File: src/rtl/igvt_div.sv
`timescale 1ns / 1ps
module igvt_div #(
	parameter int unsigned NUM_W = 48,
	parameter int unsigned DEN_W = 24,
	parameter int unsigned Q_W = 32,
	parameter int unsigned SW = 8
) (
	input  logic             clk,
	input  logic             arst_n,
	input  logic             en,
	input  logic             in_valid,
	input  logic [NUM_W-1:0] in_num,
	input  logic [DEN_W-1:0] in_den,
	input  logic [SW-1:0]    in_side,
	output logic             out_valid,
	output logic [Q_W-1:0]   out_quot,
	output logic [SW-1:0]    out_side
);
	localparam int unsigned RW = DEN_W + Q_W;

	logic             v_s [0:Q_W];
	logic [RW-1:0]    rem_s [0:Q_W];
	logic [DEN_W-1:0] den_s [0:Q_W];
	logic [Q_W-1:0]   q_s [0:Q_W];
	logic [SW-1:0]    side_s [0:Q_W];

	assign v_s[0] = in_valid;
	assign rem_s[0] = RW'(in_num);
	assign den_s[0] = in_den;
	assign q_s[0] = '0;
	assign side_s[0] = in_side;

	for (genvar i = 0; i < Q_W; i++) begin : g_step
		logic [RW-1:0] trial;
		logic          take;
		assign trial = RW'(den_s[i]) << (Q_W - 1 - i);
		assign take = rem_s[i] >= trial;

		always_ff @(posedge clk or negedge arst_n) begin
			if (!arst_n) begin
				v_s[i+1] <= 1'b0;
			end else if (en) begin
				v_s[i+1] <= v_s[i];
			end
		end

		always_ff @(posedge clk) begin
			if (en) begin
				rem_s[i+1] <= take ? rem_s[i] - trial : rem_s[i];
				den_s[i+1] <= den_s[i];
				q_s[i+1] <= {q_s[i][Q_W-2:0], take};
				side_s[i+1] <= side_s[i];
			end
		end
	end

	assign out_valid = v_s[Q_W];
	assign out_quot = q_s[Q_W];
	assign out_side = side_s[Q_W];
endmodule

File: config.mk
export PLATFORM = sky130hd
export DESIGN_NAME = igvt_div
export DESIGN_NICKNAME = d
export VERILOG_FILES = /design/src/rtl/igvt_div.sv
export SDC_FILE = /design/constraint.sdc
export NUM_CORES = 2
export LEC_CHECK = 0
export BUFFER_PORTS_ARGS = -buffer_cell sky130_fd_sc_hd__buf_2
export CORE_MARGIN = 2
export CORE_UTILIZATION = 54
export CTS_CLUSTER_DIAMETER = 150
export DETAILED_ROUTE_END_ITERATION = 10
export PLACE_DENSITY = 0.76
export REMOVE_ABC_BUFFERS = 1
export SETUP_SLACK_MARGIN = 0.3
export SLEW_MARGIN = 5
export SYNTH_ARGS = -nofsm -noshare
export SYNTH_HDL_FRONTEND = slang
export SYNTH_SLANG_ARGS = --single-unit
File: constraint.sdc
create_clock -name clk -period 3.6 [get_ports clk]
set_clock_uncertainty 0.05 [all_clocks]
set_input_delay 0.18 -clock clk [delete_from_list [all_inputs] [get_ports clk]]
set_output_delay 0.18 -clock clk [all_outputs]
set_load 0.02 [all_outputs]
## Word-level counts from Yosys, hierarchy flattened

Cells that the tools add are included.

- Add/sub/neg operators: 31
- $lt $le $gt $ge: 32
- Multiplexer cells: 31

Operators by type and width:

| operator | number |
|---|---|
| $mux 56 | 30 |
| $ge 56x24->1 | 1 |
| $ge 56x25->1 | 1 |
| $ge 56x26->1 | 1 |
| $ge 56x27->1 | 1 |
| $ge 56x28->1 | 1 |
| $ge 56x29->1 | 1 |
| $ge 56x30->1 | 1 |
| $ge 56x31->1 | 1 |
| $ge 56x32->1 | 1 |
| $ge 56x33->1 | 1 |
| $ge 56x34->1 | 1 |
| $ge 56x35->1 | 1 |
| $ge 56x36->1 | 1 |
| $ge 56x37->1 | 1 |
| $ge 56x38->1 | 1 |
| $ge 56x39->1 | 1 |
| $ge 56x40->1 | 1 |
| $ge 56x41->1 | 1 |
| $ge 56x42->1 | 1 |
| $ge 56x43->1 | 1 |
| $ge 56x44->1 | 1 |
| $ge 56x45->1 | 1 |
| $ge 56x46->1 | 1 |
| other kinds (41) | 41 |

- Register bits after elaboration: 3296

## Logic depth before layout (Yosys ltp)

- Depth in word-level cells: 2
- Mapped depth: 15
- Gate-level depth less buffers: 14

## Worst setup path after synthesis

OpenSTA, ideal clock, no wires.

- Path kind: reg-to-reg
- From: reg rem_s[398] in the netlist's numbering
- To: reg rem_s[372] in the netlist's numbering (data pin)
- Stages on the path, launching flop included: 15
- Library setup time: 0.258 ns
- Data arrival time: 3.595 ns
- Buffers on the path: 0
- Slack: -0.302 ns
- Cell sequence: edfxtp_1 inv_1 ha_1 inv_1 fa_1 a21oi_1 o21ai_0 a2111oi_0 o31ai_1 a311oi_1 o21ai_0 a211o_1 nor3_1 or3b_2 xnor2_1

- Cells in the longest elaborated chain, start to end: 2
- Elaborated cells on any way between the ends: 3

Ends and longest elaborated chain:

| item | RTL line | text |
|---|---|---|
| from (decl) | 22 | `logic [RW-1:0] rem_s [0:Q_W];` |
| from (signal, indexed assignment) | 49 | `rem_s[i+1] <= take ? rem_s[i] - trial : rem_s[i];` |
| $sub 56x30->56 / $ge 56x30->1 (equally long branches) | 49, 37 |  |
| $mux 56 (*) | 49 |  |

Mark *: on every way between the ends. The rest lies on a longest branch, timed or not.
A chain may end at the register's enable or synchronous reset.

## Worst setup path in the final report

- From: reg den_s[360] in the netlist's numbering
- To: reg rem_s[832] in the netlist's numbering (data pin)

- Cells in the longest elaborated chain, start to end: 2
- Elaborated cells on any way between the ends: 3

Ends and longest elaborated chain:

| item | RTL line | text |
|---|---|---|
| from (decl) | 23 | `logic [DEN_W-1:0] den_s [0:Q_W];` |
| from (signal, indexed assignment) | 50 | `den_s[i+1] <= den_s[i];` |
| $sub 56x38->56 / $ge 56x38->1 (equally long branches) | 49, 37 |  |
| $mux 56 (*) | 49 |  |

Marks and branches as above.

==> results.txt <==
I/O Pins = 125
P_int = 97.5 mW
critical path arrival = 4.70 ns
remaining antenna violation count = 0
sequential cell area fraction in the yosys report = 0.622
final setup vio count = 207
Logic pwr share = 0.376
Worst-Skew Late Latency = 0.97 ns
die area = 298000 um^2
violated checks = setup timing
first-pass GRT wire length = 580000 um
vias in the first global route = 113000
Hold WC Path Type = in2reg
final non-filler cell area = 199000 um^2
Setup CP Type = reg2reg
Highest Clock Rate = 0.245 GHz
final core utilization = 0.677
Clock Sink Count = 3296
placed inst area = 174000 um^2
P_sw = 48.8 mW
cell taking the most area after synthesis = edfxtp_1
total global routing overflow = 0
TritonCTS Buffers = 346
drt first pass iters = 8
period utilization = 1.14
Pwr Total = 146 mW
Seq pwr share = 0.383
Overall Global Routing Usage = 0.244
worst r2r src = den_s[360]
Leak = 77.0 nW
initial antenna violation count = 8
share of cells above drive strength 1 = 0.245
largest net degree at the start of global routing = 144
most common flop cell mapped by yosys = edfxtp_1
DIE WIDTH = 546 um
core area = 293000 um^2
Final WS setup = -0.488 ns
flops & latches, synth = 3296
DR iter-0 viols = 8054
worst-case clock buffer depth = 4
Yosys cell types = 106
Yosys warnings = 0
RSZ-0062 raised after global routing = yes
worst-margin pin slew = 1.17 ns
top cells by area, synth = edfxtp_1 62%, ha_1 6.0%, xnor2_1 3.3%
clk root buf = clkbuf_16
ys async rst share = 0.00971
Mapped Area = 159000 um^2
row count = 199
worst vdd ir = 593 uV
switching part of the total = 0.333
Post-synth EDFFs = 3264
final WL = 400000 um
Chip Height = 546 um
Post-Synthesis Cells = 12600
Reg-to-Reg End = rem_s[832]
endpoints failing hold = 0
clock network fraction of total power = 0.241
Starting Density = 0.541
critical path launch point type = flip-flop
slew margin rel. = 0.214
Clock Pin Slew Worst Setup and Hold Paths = 0.07 ns
Hold Startpoint = in_num[44]
gp weighted congestion = 0.976
hold path depth = 4
CP max FO = 6
P&R area growth vs syn = 25.1%
share of the synthesized area in the top cell type = 0.617
CTS tree = built
final HPWL from detailed placement = 249000 um
Slew Limit Fails = 0
R2R Setup Slk = -0.49 ns
Min Clock Period, post-route = 4.09 ns
number of H-tree levels = 5
vias per cell = 5.81
power per cell area = 737 nW/um^2
Crit path required time = 4.21 ns
Worst R2R Path Depth = 16
DR vias = 110000
status = finished with violations
WL/cell = 21.1 um
Max-Cap Viols = 0
layout net count = 15600
Avg Inst Size Synth = 12.6 um^2
setup TNS = -30.23 ns
DRC = 0
Endpoint, Worst Hold = rem_s[1780]
IO buf count = 124
Worst setup EP type = flip-flop
-- layer usage --
| layer | vias to the layer above | wire length [um] | GRT usage |
|---|---|---|---|
| li1 | 51200 | - | - |
| met2 | 3973 | 220000 | 0.495 |
| met1 | 53200 | 122000 | 0.209 |
| met5 | - | 26 | 0 |
| met4 | 4 | 42200 | 0.204 |
| met3 | 1868 | 14800 | 0.0249 |
-- synthesized netlist by cell type (44+ instances only) --
master,number
a211oi_1,58
a21o_1,331
a21oi_1,920
a31oi_1,68
and2_1,44
and3_1,66
clkbuf_1,199
edfxtp_1,3264
ha_1,761
inv_1,969
mux2_2,207
nand2_1,783
nand2b_1,133
nand3_1,193
nand3b_1,45
nand4_1,160
nor2_1,872
nor2b_1,129
nor3_1,267
nor4_1,233
o211ai_1,44
o21a_1,116
o21ai_0,587
o21bai_1,82
o31ai_1,77
or2_2,54
or3_1,124
or4_1,83
xnor2_1,592
xor2_1,488
-- how the worst max path moves through the flow --
stage                          start         end  slack (ns)  depth (start not counted)
after floorplan           den_s[120]  rem_s[271]       -2.62                         12
after global placement    rem_s[398]  rem_s[372]       -0.72                         16
after detailed placement  rem_s[398]  rem_s[372]       -0.73                         16
after CTS                 rem_s[398]  rem_s[372]       -0.20                         16
after global routing      den_s[360]  rem_s[832]       -0.56                         16
final                     den_s[360]  rem_s[832]       -0.49                         16
-- final cells by class --
| class | instances | area [um^2] |
|---|---|---|
| sequential | 3296 | 98800 |
| antenna | 26 | 65.1 |
| inverter | 972 | 3680 |
| timing repair buffer | 2076 | 17800 |
| clock inverter | 208 | 2050 |
| tap | 3919 | 4900 |
| clock buffer | 429 | 9080 |
| fill | 18900 | 94700 |
| multi-input combinational | 8048 | 62200 |
-- cell families (layout without fill, tap and decap cells) --
kind of cell,count (synthesis),in the layout,synth area share
compound gates,2601,2602,0.102
flops,3296,3296,0.622
buf+inv,1256,3685,0.0308
mux,213,213,0.0151
simple gates,3361,3361,0.107
other cells,0,26,0
fa+ha+maj,792,792,0.0639
xor+xnor,1080,1080,0.0596
-- power groups by stage --
stage,combinational (mW),sequential [mW],clock [mW]
floorplan,30.9,54.9,0
global placement,45.0,55.8,0
detailed placement,46.1,56.1,0
CTS,50.4,55.5,35.6
global route,59.5,56.5,37.3
finish,55.0,56.0,35.3
-- cells in the final DEF (no fill, tap or decap), drive strengths merged, types with 272 or more instances in the layout --
| cell type | count |
|---|---|
| a21o | 331 |
| a21oi | 920 |
| buf | 1900 |
| clkbuf | 443 |
| edfxtp | 3264 |
| ha | 761 |
| inv | 982 |
| nand2 | 784 |
| nor2 | 873 |
| nor3 | 272 |
| o21ai | 590 |
| xnor2 | 592 |
| xor2 | 488 |
-- flip-flops by register name (all words and copies together), names as in the netlist --
register	count
rem_s	1736
out_quot	32
out_valid	1
side_s	248
out_side	8
q_s	496
v_s	31
den_s	744
-- what timing repair did --
item | 4_1_cts | 5_1_grt
gates cloned | 23 | 17
hold buffers | 158 | 0
endpoints found under the setup margin | 1210 | 1222
setup buffers | 238 | 183
pin swaps | 380 | 384
resized for setup | 907 | 759
endpoints found under the hold margin | 337 | 0
-- through the flow --
| step | hold WS, ns | setup WS, ns | cells |
|---|---|---|---|
| finish | 0.0946 | -0.488 | 19000 |
| global route | 0.0809 | -0.555 | 19000 |
| CTS | 0.00106 | -0.204 | 18700 |
| detailed placement | 0.219 | -0.731 | 17700 |
| global placement | 0.203 | -0.720 | 17700 |
| floorplan | -0.166 | -2.62 | 12300 |
-- worst max-delay path: stages, from the launching register on --
cell and delay, ns:
edfxtp_1 0.51, ha_2 0.27, inv_2 0.07, fa_2 0.48
a21o_1 0.26, a21o_1 0.24, a221oi_2 0.23, buf_4 0.16
o21ai_2 0.05, buf_6 0.13, a2111oi_4 0.29, buf_4 0.18
a21oi_4 0.06, a211oi_2 0.26, o21a_2 0.28, nand2_2 0.10
xnor2_2 0.14
(Power assumes the default switching activity.)
