===== src/rtl/igvt_sqrt.sv =====
`timescale 1ns / 1ps
module igvt_sqrt #(
	parameter int unsigned RW = 31,
	parameter int unsigned SW = 8
) (
	input  logic            clk,
	input  logic            arst_n,
	input  logic            en,
	input  logic            in_valid,
	input  logic [2*RW-1:0] in_n,
	input  logic [SW-1:0]   in_side,
	output logic            out_valid,
	output logic [RW-1:0]   out_root,
	output logic [SW-1:0]   out_side
);
	localparam int unsigned NW = 2 * RW;
	localparam int unsigned RMW = RW + 2;

	logic            v_s [0:RW];
	logic [NW-1:0]   n_s [0:RW];
	logic [RMW-1:0]  rem_s [0:RW];
	logic [RW-1:0]   root_s [0:RW];
	logic [SW-1:0]   side_s [0:RW];

	assign v_s[0] = in_valid;
	assign n_s[0] = in_n;
	assign rem_s[0] = '0;
	assign root_s[0] = '0;
	assign side_s[0] = in_side;

	for (genvar j = 0; j < RW; j++) begin : g_step
		logic [RMW+1:0] cur;
		logic [RMW+1:0] trial;
		logic           take;
		assign cur = {rem_s[j], n_s[j][NW-1 -: 2]};
		assign trial = (RMW+2)'({root_s[j], 2'b01});
		assign take = cur >= trial;

		always_ff @(posedge clk or negedge arst_n) begin
			if (!arst_n) begin
				v_s[j+1] <= 1'b0;
			end else if (en) begin
				v_s[j+1] <= v_s[j];
			end
		end

		always_ff @(posedge clk) begin
			if (en) begin
				n_s[j+1] <= n_s[j] << 2;
				rem_s[j+1] <= take ? RMW'(cur - trial) : RMW'(cur);
				root_s[j+1] <= {root_s[j][RW-2:0], take};
				side_s[j+1] <= side_s[j];
			end
		end
	end

	assign out_valid = v_s[RW];
	assign out_root = root_s[RW];
	assign out_side = side_s[RW];
endmodule


===== config.mk =====
export PLATFORM = sky130hd
export DESIGN_NAME = igvt_sqrt
export DESIGN_NICKNAME = d
export VERILOG_FILES = /design/src/rtl/igvt_sqrt.sv
export SDC_FILE = /design/constraint.sdc
export NUM_CORES = 2
export LEC_CHECK = 0
export BUFFER_PORTS_ARGS = -buffer_cell sky130_fd_sc_hd__buf_2
export CAP_MARGIN = 25
export CORE_UTILIZATION = 45
export DETAILED_ROUTE_END_ITERATION = 8
export PLACE_DENSITY = 0.72
export SYNTH_ARGS = -nofsm -noshare
export SYNTH_HDL_FRONTEND = slang
export SYNTH_SLANG_ARGS = --single-unit

===== constraint.sdc =====
create_clock -name clk -period 5.4 [get_ports clk]
set_input_delay 1.35 -clock clk [delete_from_list [all_inputs] [get_ports clk]]
set_output_delay 1.35 -clock clk [all_outputs]
set_load 0.005 [all_outputs]

== Word-level counts from Yosys, hierarchy flattened ==
Cells that the tools add are included.
Cells by class
  muxes and demuxes: 30
  add/sub/neg operators: 30
  $lt $le $gt $ge: 31
Operators with widths (count)
  33-bit 2-to-1 mux: 29
  35-bit by 10-bit >= comparator with 1-bit output: 1
  35-bit by 11-bit >= comparator with 1-bit output: 1
  35-bit by 12-bit >= comparator with 1-bit output: 1
  35-bit by 13-bit >= comparator with 1-bit output: 1
  35-bit by 14-bit >= comparator with 1-bit output: 1
  35-bit by 15-bit >= comparator with 1-bit output: 1
  35-bit by 16-bit >= comparator with 1-bit output: 1
  35-bit by 17-bit >= comparator with 1-bit output: 1
  35-bit by 18-bit >= comparator with 1-bit output: 1
  35-bit by 19-bit >= comparator with 1-bit output: 1
  35-bit by 20-bit >= comparator with 1-bit output: 1
  35-bit by 21-bit >= comparator with 1-bit output: 1
  35-bit by 22-bit >= comparator with 1-bit output: 1
  35-bit by 23-bit >= comparator with 1-bit output: 1
  35-bit by 24-bit >= comparator with 1-bit output: 1
  35-bit by 25-bit >= comparator with 1-bit output: 1
  35-bit by 26-bit >= comparator with 1-bit output: 1
  35-bit by 27-bit >= comparator with 1-bit output: 1
  35-bit by 28-bit >= comparator with 1-bit output: 1
  35-bit by 29-bit >= comparator with 1-bit output: 1
  35-bit by 3-bit >= comparator with 1-bit output: 1
  35-bit by 30-bit >= comparator with 1-bit output: 1
  35-bit by 31-bit >= comparator with 1-bit output: 1
  other kinds (39): 39
Word-level totals
  word-level logic and storage cells: 245
  register bits after elaboration: 2665
  output and inout bits: 40
  input port bits: 74

== Longest topological paths before layout ==
  depth after elaboration: 2
  mapped depth: 15

== Worst setup path after synthesis ==
No wires, ideal clock.
  kind: reg2reg
  from: register rem_s, in the netlist g_step[5].cur[14]
  to: register rem_s, in the netlist g_step[6].cur[16] (data pin)
  data arrival time: 3.455 ns
  slack: 1.679 ns
  cell stages (with the launch flop): 12
  path buffers: 2
  data required time: 5.134 ns
  cell sequence: edfxtp_1 > or4_1 > or3_4 > or4_4 > or3_1 > buf_6 > or4_4 > nor3b_4 > a2111o_2 > buf_6 > nor3_1 > xor2_1
On the way
  cells in the longest elaborated chain, start to end: 2
Ends and longest elaborated chain
  start, declared: line 21  | logic [RMW-1:0] rem_s [0:RW];
  start signal, assigned by index: line 50  | rem_s[j+1] <= take ? RMW'(cur - trial) : RMW'(cur);
  33-bit by 7-bit subtractor with 33-bit output / 35-bit by 7-bit >= comparator with 1-bit output (equally long branches): line 50, 37
  33-bit 2-to-1 mux (*): line 50
Mark *: on every way between the ends. The rest lies on a longest branch, timed or not.
A chain may end at the register's enable or synchronous reset.

== Worst setup path after layout ==
  from: register rem_s, in the netlist g_step[29].cur[7]
  to: register rem_s, in the netlist g_step[30].cur[11] (data pin)
On the way
  cells in the longest elaborated chain, start to end: 2
Ends and longest elaborated chain (line)
  33-bit by 31-bit subtractor with 33-bit output / 35-bit by 31-bit >= comparator with 1-bit output (equally long branches): 50, 37
  33-bit 2-to-1 mux (*): 50
Marks and branches as above.

==> impl_metrics.env <==
export IMPL_cp_buffers_inverters=1
export IMPL_end_kind="register"
export IMPL_grt_start_max_net_pins=208
export IMPL_grt_usage_pct=17.1
export IMPL_drc=0
export IMPL_floorplan_initialDensity_pct=45.4
export IMPL_synth_cell_type_count=91
export IMPL_synth_edf_count=2616
export IMPL_maxCapViolations=0
export IMPL_post_drt_via_cell_ratio=5.39
export IMPL_clock_tree_buffer_depth=4
export IMPL_ys_seq_elements=2647
export IMPL_first_pass_grt_wire_length_um=369000
export IMPL_yosysSeqAreaShare_pct=66.5
export IMPL_global_route_overflow_total=0
export IMPL_timing_final_max_slew_violations=0
export IMPL_post_route_min_period_ns=4.12
export IMPL_timing_critical_path_slowest_cell_delay_ns=0.73
export IMPL_detailroute_via_count=69800
export IMPL_num_fill_cells=21900
export IMPL_syn2layout_area_growth_pct=12.0
export IMPL_cell_area_after_synthesis_um2=119000
export IMPL_slowest_stage="sky130_fd_sc_hd__nor4b_1"
export IMPL_status="finished clean"
export IMPL_fp_dieH_um=517
export IMPL_cts_tree="built"
export IMPL_required_ns=6.03
export IMPL_finalClockSkew_ns=0.0589
export IMPL_die_ar_um2=267000
export IMPL_drt_iter0_markers=5987
export IMPL_most_used_flip_flop_cell_after_synthesis="sky130_fd_sc_hd__edfxtp_1"
export IMPL_setup_worst_path_class="reg -> reg"
export IMPL_max_slew_margin_pct=29.8
export IMPL_drt_first_pass_iters=8
export IMPL_achievable_frequency_mhz=243
export IMPL_synth_async_reset_ratio_pct=1.17
export IMPL_die_x_um=517
export IMPL_postRouteWirelength_um=233000
export IMPL_synth_area_leader_cell="sky130_fd_sc_hd__edfxtp_1"
export IMPL_setup_total_negative_slack_ns=0
export IMPL_yosys_warnings=0
export IMPL_cts_buffers=285
export IMPL_report_final_setup_viol=0
export IMPL_grt_setup_unrepaired="false"
export IMPL_syn_avg_cell_area_um2=13.4
export IMPL_leakagePower_nw=50.5
export IMPL_synth_top_cell_area_share_pct=65.9
export IMPL_hold_path_class="reg -> reg"
export IMPL_drt_wirelength_per_cell_um=18.0
export IMPL_place_gp_congestion=0.932
export IMPL_netlist_instances=8893
export IMPL_hold_viol=0
export IMPL_ys_top_cells_by_count="sky130_fd_sc_hd__edfxtp_1, sky130_fd_sc_hd__inv_1, sky130_fd_sc_hd__nor2_1"
export IMPL_power_per_cell_area_nw_per_um2=428
export IMPL_finalPower_mw=57.2
export IMPL_share_of_the_clock_period_used_by_the_worst_path_pct=76.3
export IMPL_layout_net_count=9801
export IMPL_timing_critical_path_fanout_max=48
export IMPL_post_cts_resize_count=0
export IMPL_clkLatencyLatePin_ns=0.88
export IMPL_worst_slew_pin_transition_ns=1.04
export IMPL_cts_root_buf="sky130_fd_sc_hd__clkbuf_16"
export IMPL_synth_area_top_cells="sky130_fd_sc_hd__edfxtp_1, sky130_fd_sc_hd__ha_1, sky130_fd_sc_hd__xor2_1"
export IMPL_rows=188
export IMPL_synth_most_common_cell="sky130_fd_sc_hd__edfxtp_1"
export IMPL_cts_htree_levels=5
export IMPL_boundaryPins=114
export IMPL_floorplan_core_area_um2=263000
export IMPL_crit_path_start_kind="register"
export IMPL_count_of_input_and_output_buffers=113
export IMPL_critPathTopFamily="simple AND/OR/NAND/NOR gates"
export IMPL_irDropWorstVdd_mv=0.340
export IMPL_drtAntennaViolNets=0
export IMPL_post_cts_setup_buffer_count=0
export IMPL_clock_pin_slew_of_the_registers_on_the_worst_case_setup_and_hold_paths_ns=0.06
export IMPL_drive_above_1_share_pct=8.64
export IMPL_worstPathArrival_ns=4.75
export IMPL_cts_hold_buf=0
export IMPL_grt_pass1_vias=69100
export IMPL_critical_path_cell_chain="ha_1 -> and3_1 -> nand4_1 -> nor4b_1 -> o31ai_1 -> o211ai_1 -> a31oi_1 -> nand2_1 -> buf_4 -> mux2_2"
export IMPL_cts_sinks=2647
export IMPL_syn_nets=9495
export IMPL_grt_antenna_before_repair=7
export IMPL_place_detailed_hpwl_um=165000
metrics by stage:
| step | cell area, um2 | cells | hold WS, ns | worst slack (ns) | util [%] |
|---|---|---|---|---|---|
| detailed placement | 124000 | 12400 | 0.405 | 1.35 | 47.3 |
| floorplan | 119000 | 8893 | 0.400 | 1.68 | - |
| global placement | 124000 | 12400 | 0.400 | 1.43 | 47.3 |
| CTS | 134000 | 12900 | 0.394 | 1.32 | 50.8 |
| finish | 134000 | 12900 | 0.405 | 1.28 | 50.8 |
| global route | 134000 | 12900 | 0.402 | 1.10 | 50.8 |
final timing paths:
path                                         from                  to  slack (ns)  cells after the start
worst max-delay path            g_step[29].cur[7]  g_step[30].cur[11]        1.28                     10
worst min-delay path                  side_s[143]         side_s[135]        0.40                      0
worst max register to register  g_step[29].cur[7]  g_step[30].cur[11]        1.28                     10
worst min register to register        side_s[143]         side_s[135]        0.40                      0
max in group asynchronous                  arst_n             v_s[22]        4.46                      1
min in group asynchronous                  arst_n             v_s[29]        0.50                      1
registers in the layout, indices dropped and copies added, names as in the netlist:
name	count
out_valid	1
out_root	31
g_step.cur	1002
side_s	240
v_s	30
out_side	8
g_step.trial	465
n_s	870
metal layers:
layer  GRT usage [%]  wire [um]
met1            22.6     101000
met2            28.5     111000
met3            3.07      13700
met4            5.86       7690
met5               0         24
power breakdown:
group	total (mW)	switching, mW	internal, mW
clock network	19.1	7.86	11.3
registers	27.4	1.65	25.8
logic	10.7	6.18	4.52
total	57.2	15.7	41.6
cell families (layout without fill, tap and decap cells):
kind of cell             after synthesis  in the layout  synth area share, %
multiplexers                         128            128                 1.20
adder cells (fa/ha/maj)              528            528                 5.54
other                                  1              3              0.00314
buffers and inverters                832           1357                 2.66
XOR/XNOR                             763            763                 5.60
flip-flops                          2647           2647                 66.5
AO/OA/AOI/OAI                       1746           1746                 9.18
AND/OR/NAND/NOR                     2248           2248                 9.30
area by class of cell:
cell class | count | area (um2) | share of cell area [%]
multi-input cells | 5414 | 36800 | 27.6
clock buffers | 347 | 7500 | 5.61
well taps | 3515 | 4400 | 3.29
diodes | 2 | 5.00 | 0.00375
repair buffers | 199 | 1490 | 1.11
inverters | 652 | 2450 | 1.83
clock inverters | 159 | 1630 | 1.22
flip-flops and latches | 2647 | 79300 | 59.4
worst register-to-register path, cell delays in order, from the launching register on:
cell	delay, ns
sky130_fd_sc_hd__edfxtp_1	0.39
sky130_fd_sc_hd__ha_1	0.38
sky130_fd_sc_hd__and3_1	0.30
sky130_fd_sc_hd__nand4_1	0.12
sky130_fd_sc_hd__nor4b_1	0.73
sky130_fd_sc_hd__o31ai_1	0.29
sky130_fd_sc_hd__o211ai_1	0.40
sky130_fd_sc_hd__a31oi_1	0.17
sky130_fd_sc_hd__nand2_1	0.15
sky130_fd_sc_hd__buf_4	0.48
sky130_fd_sc_hd__mux2_2	0.45
cells in the final DEF (no fill, tap or decap), drive strengths merged, types with 33 or more instances in the layout:
master	synthesis	layout
a211oi	49	49
a21boi	33	33
a21o	234	234
a21oi	535	535
a31oi	39	39
and2	35	35
and3	57	57
buf	28	199
clkbuf	152	347
clkinv	1	111
edfxtp	2616	2616
ha	528	528
inv	651	663
mux2	117	117
nand2	557	557
nand2b	76	76
nand3	145	145
nand4	94	94
nor2	571	571
nor2b	83	83
nor3	207	207
nor4	120	120
o211ai	38	38
o21a	102	102
o21ai	421	421
o21bai	44	44
o31ai	65	65
or2	52	52
or3	102	102
or4	54	54
xnor2	378	378
xor2	385	385
Note: power is estimated with default switching activity, not from simulation.
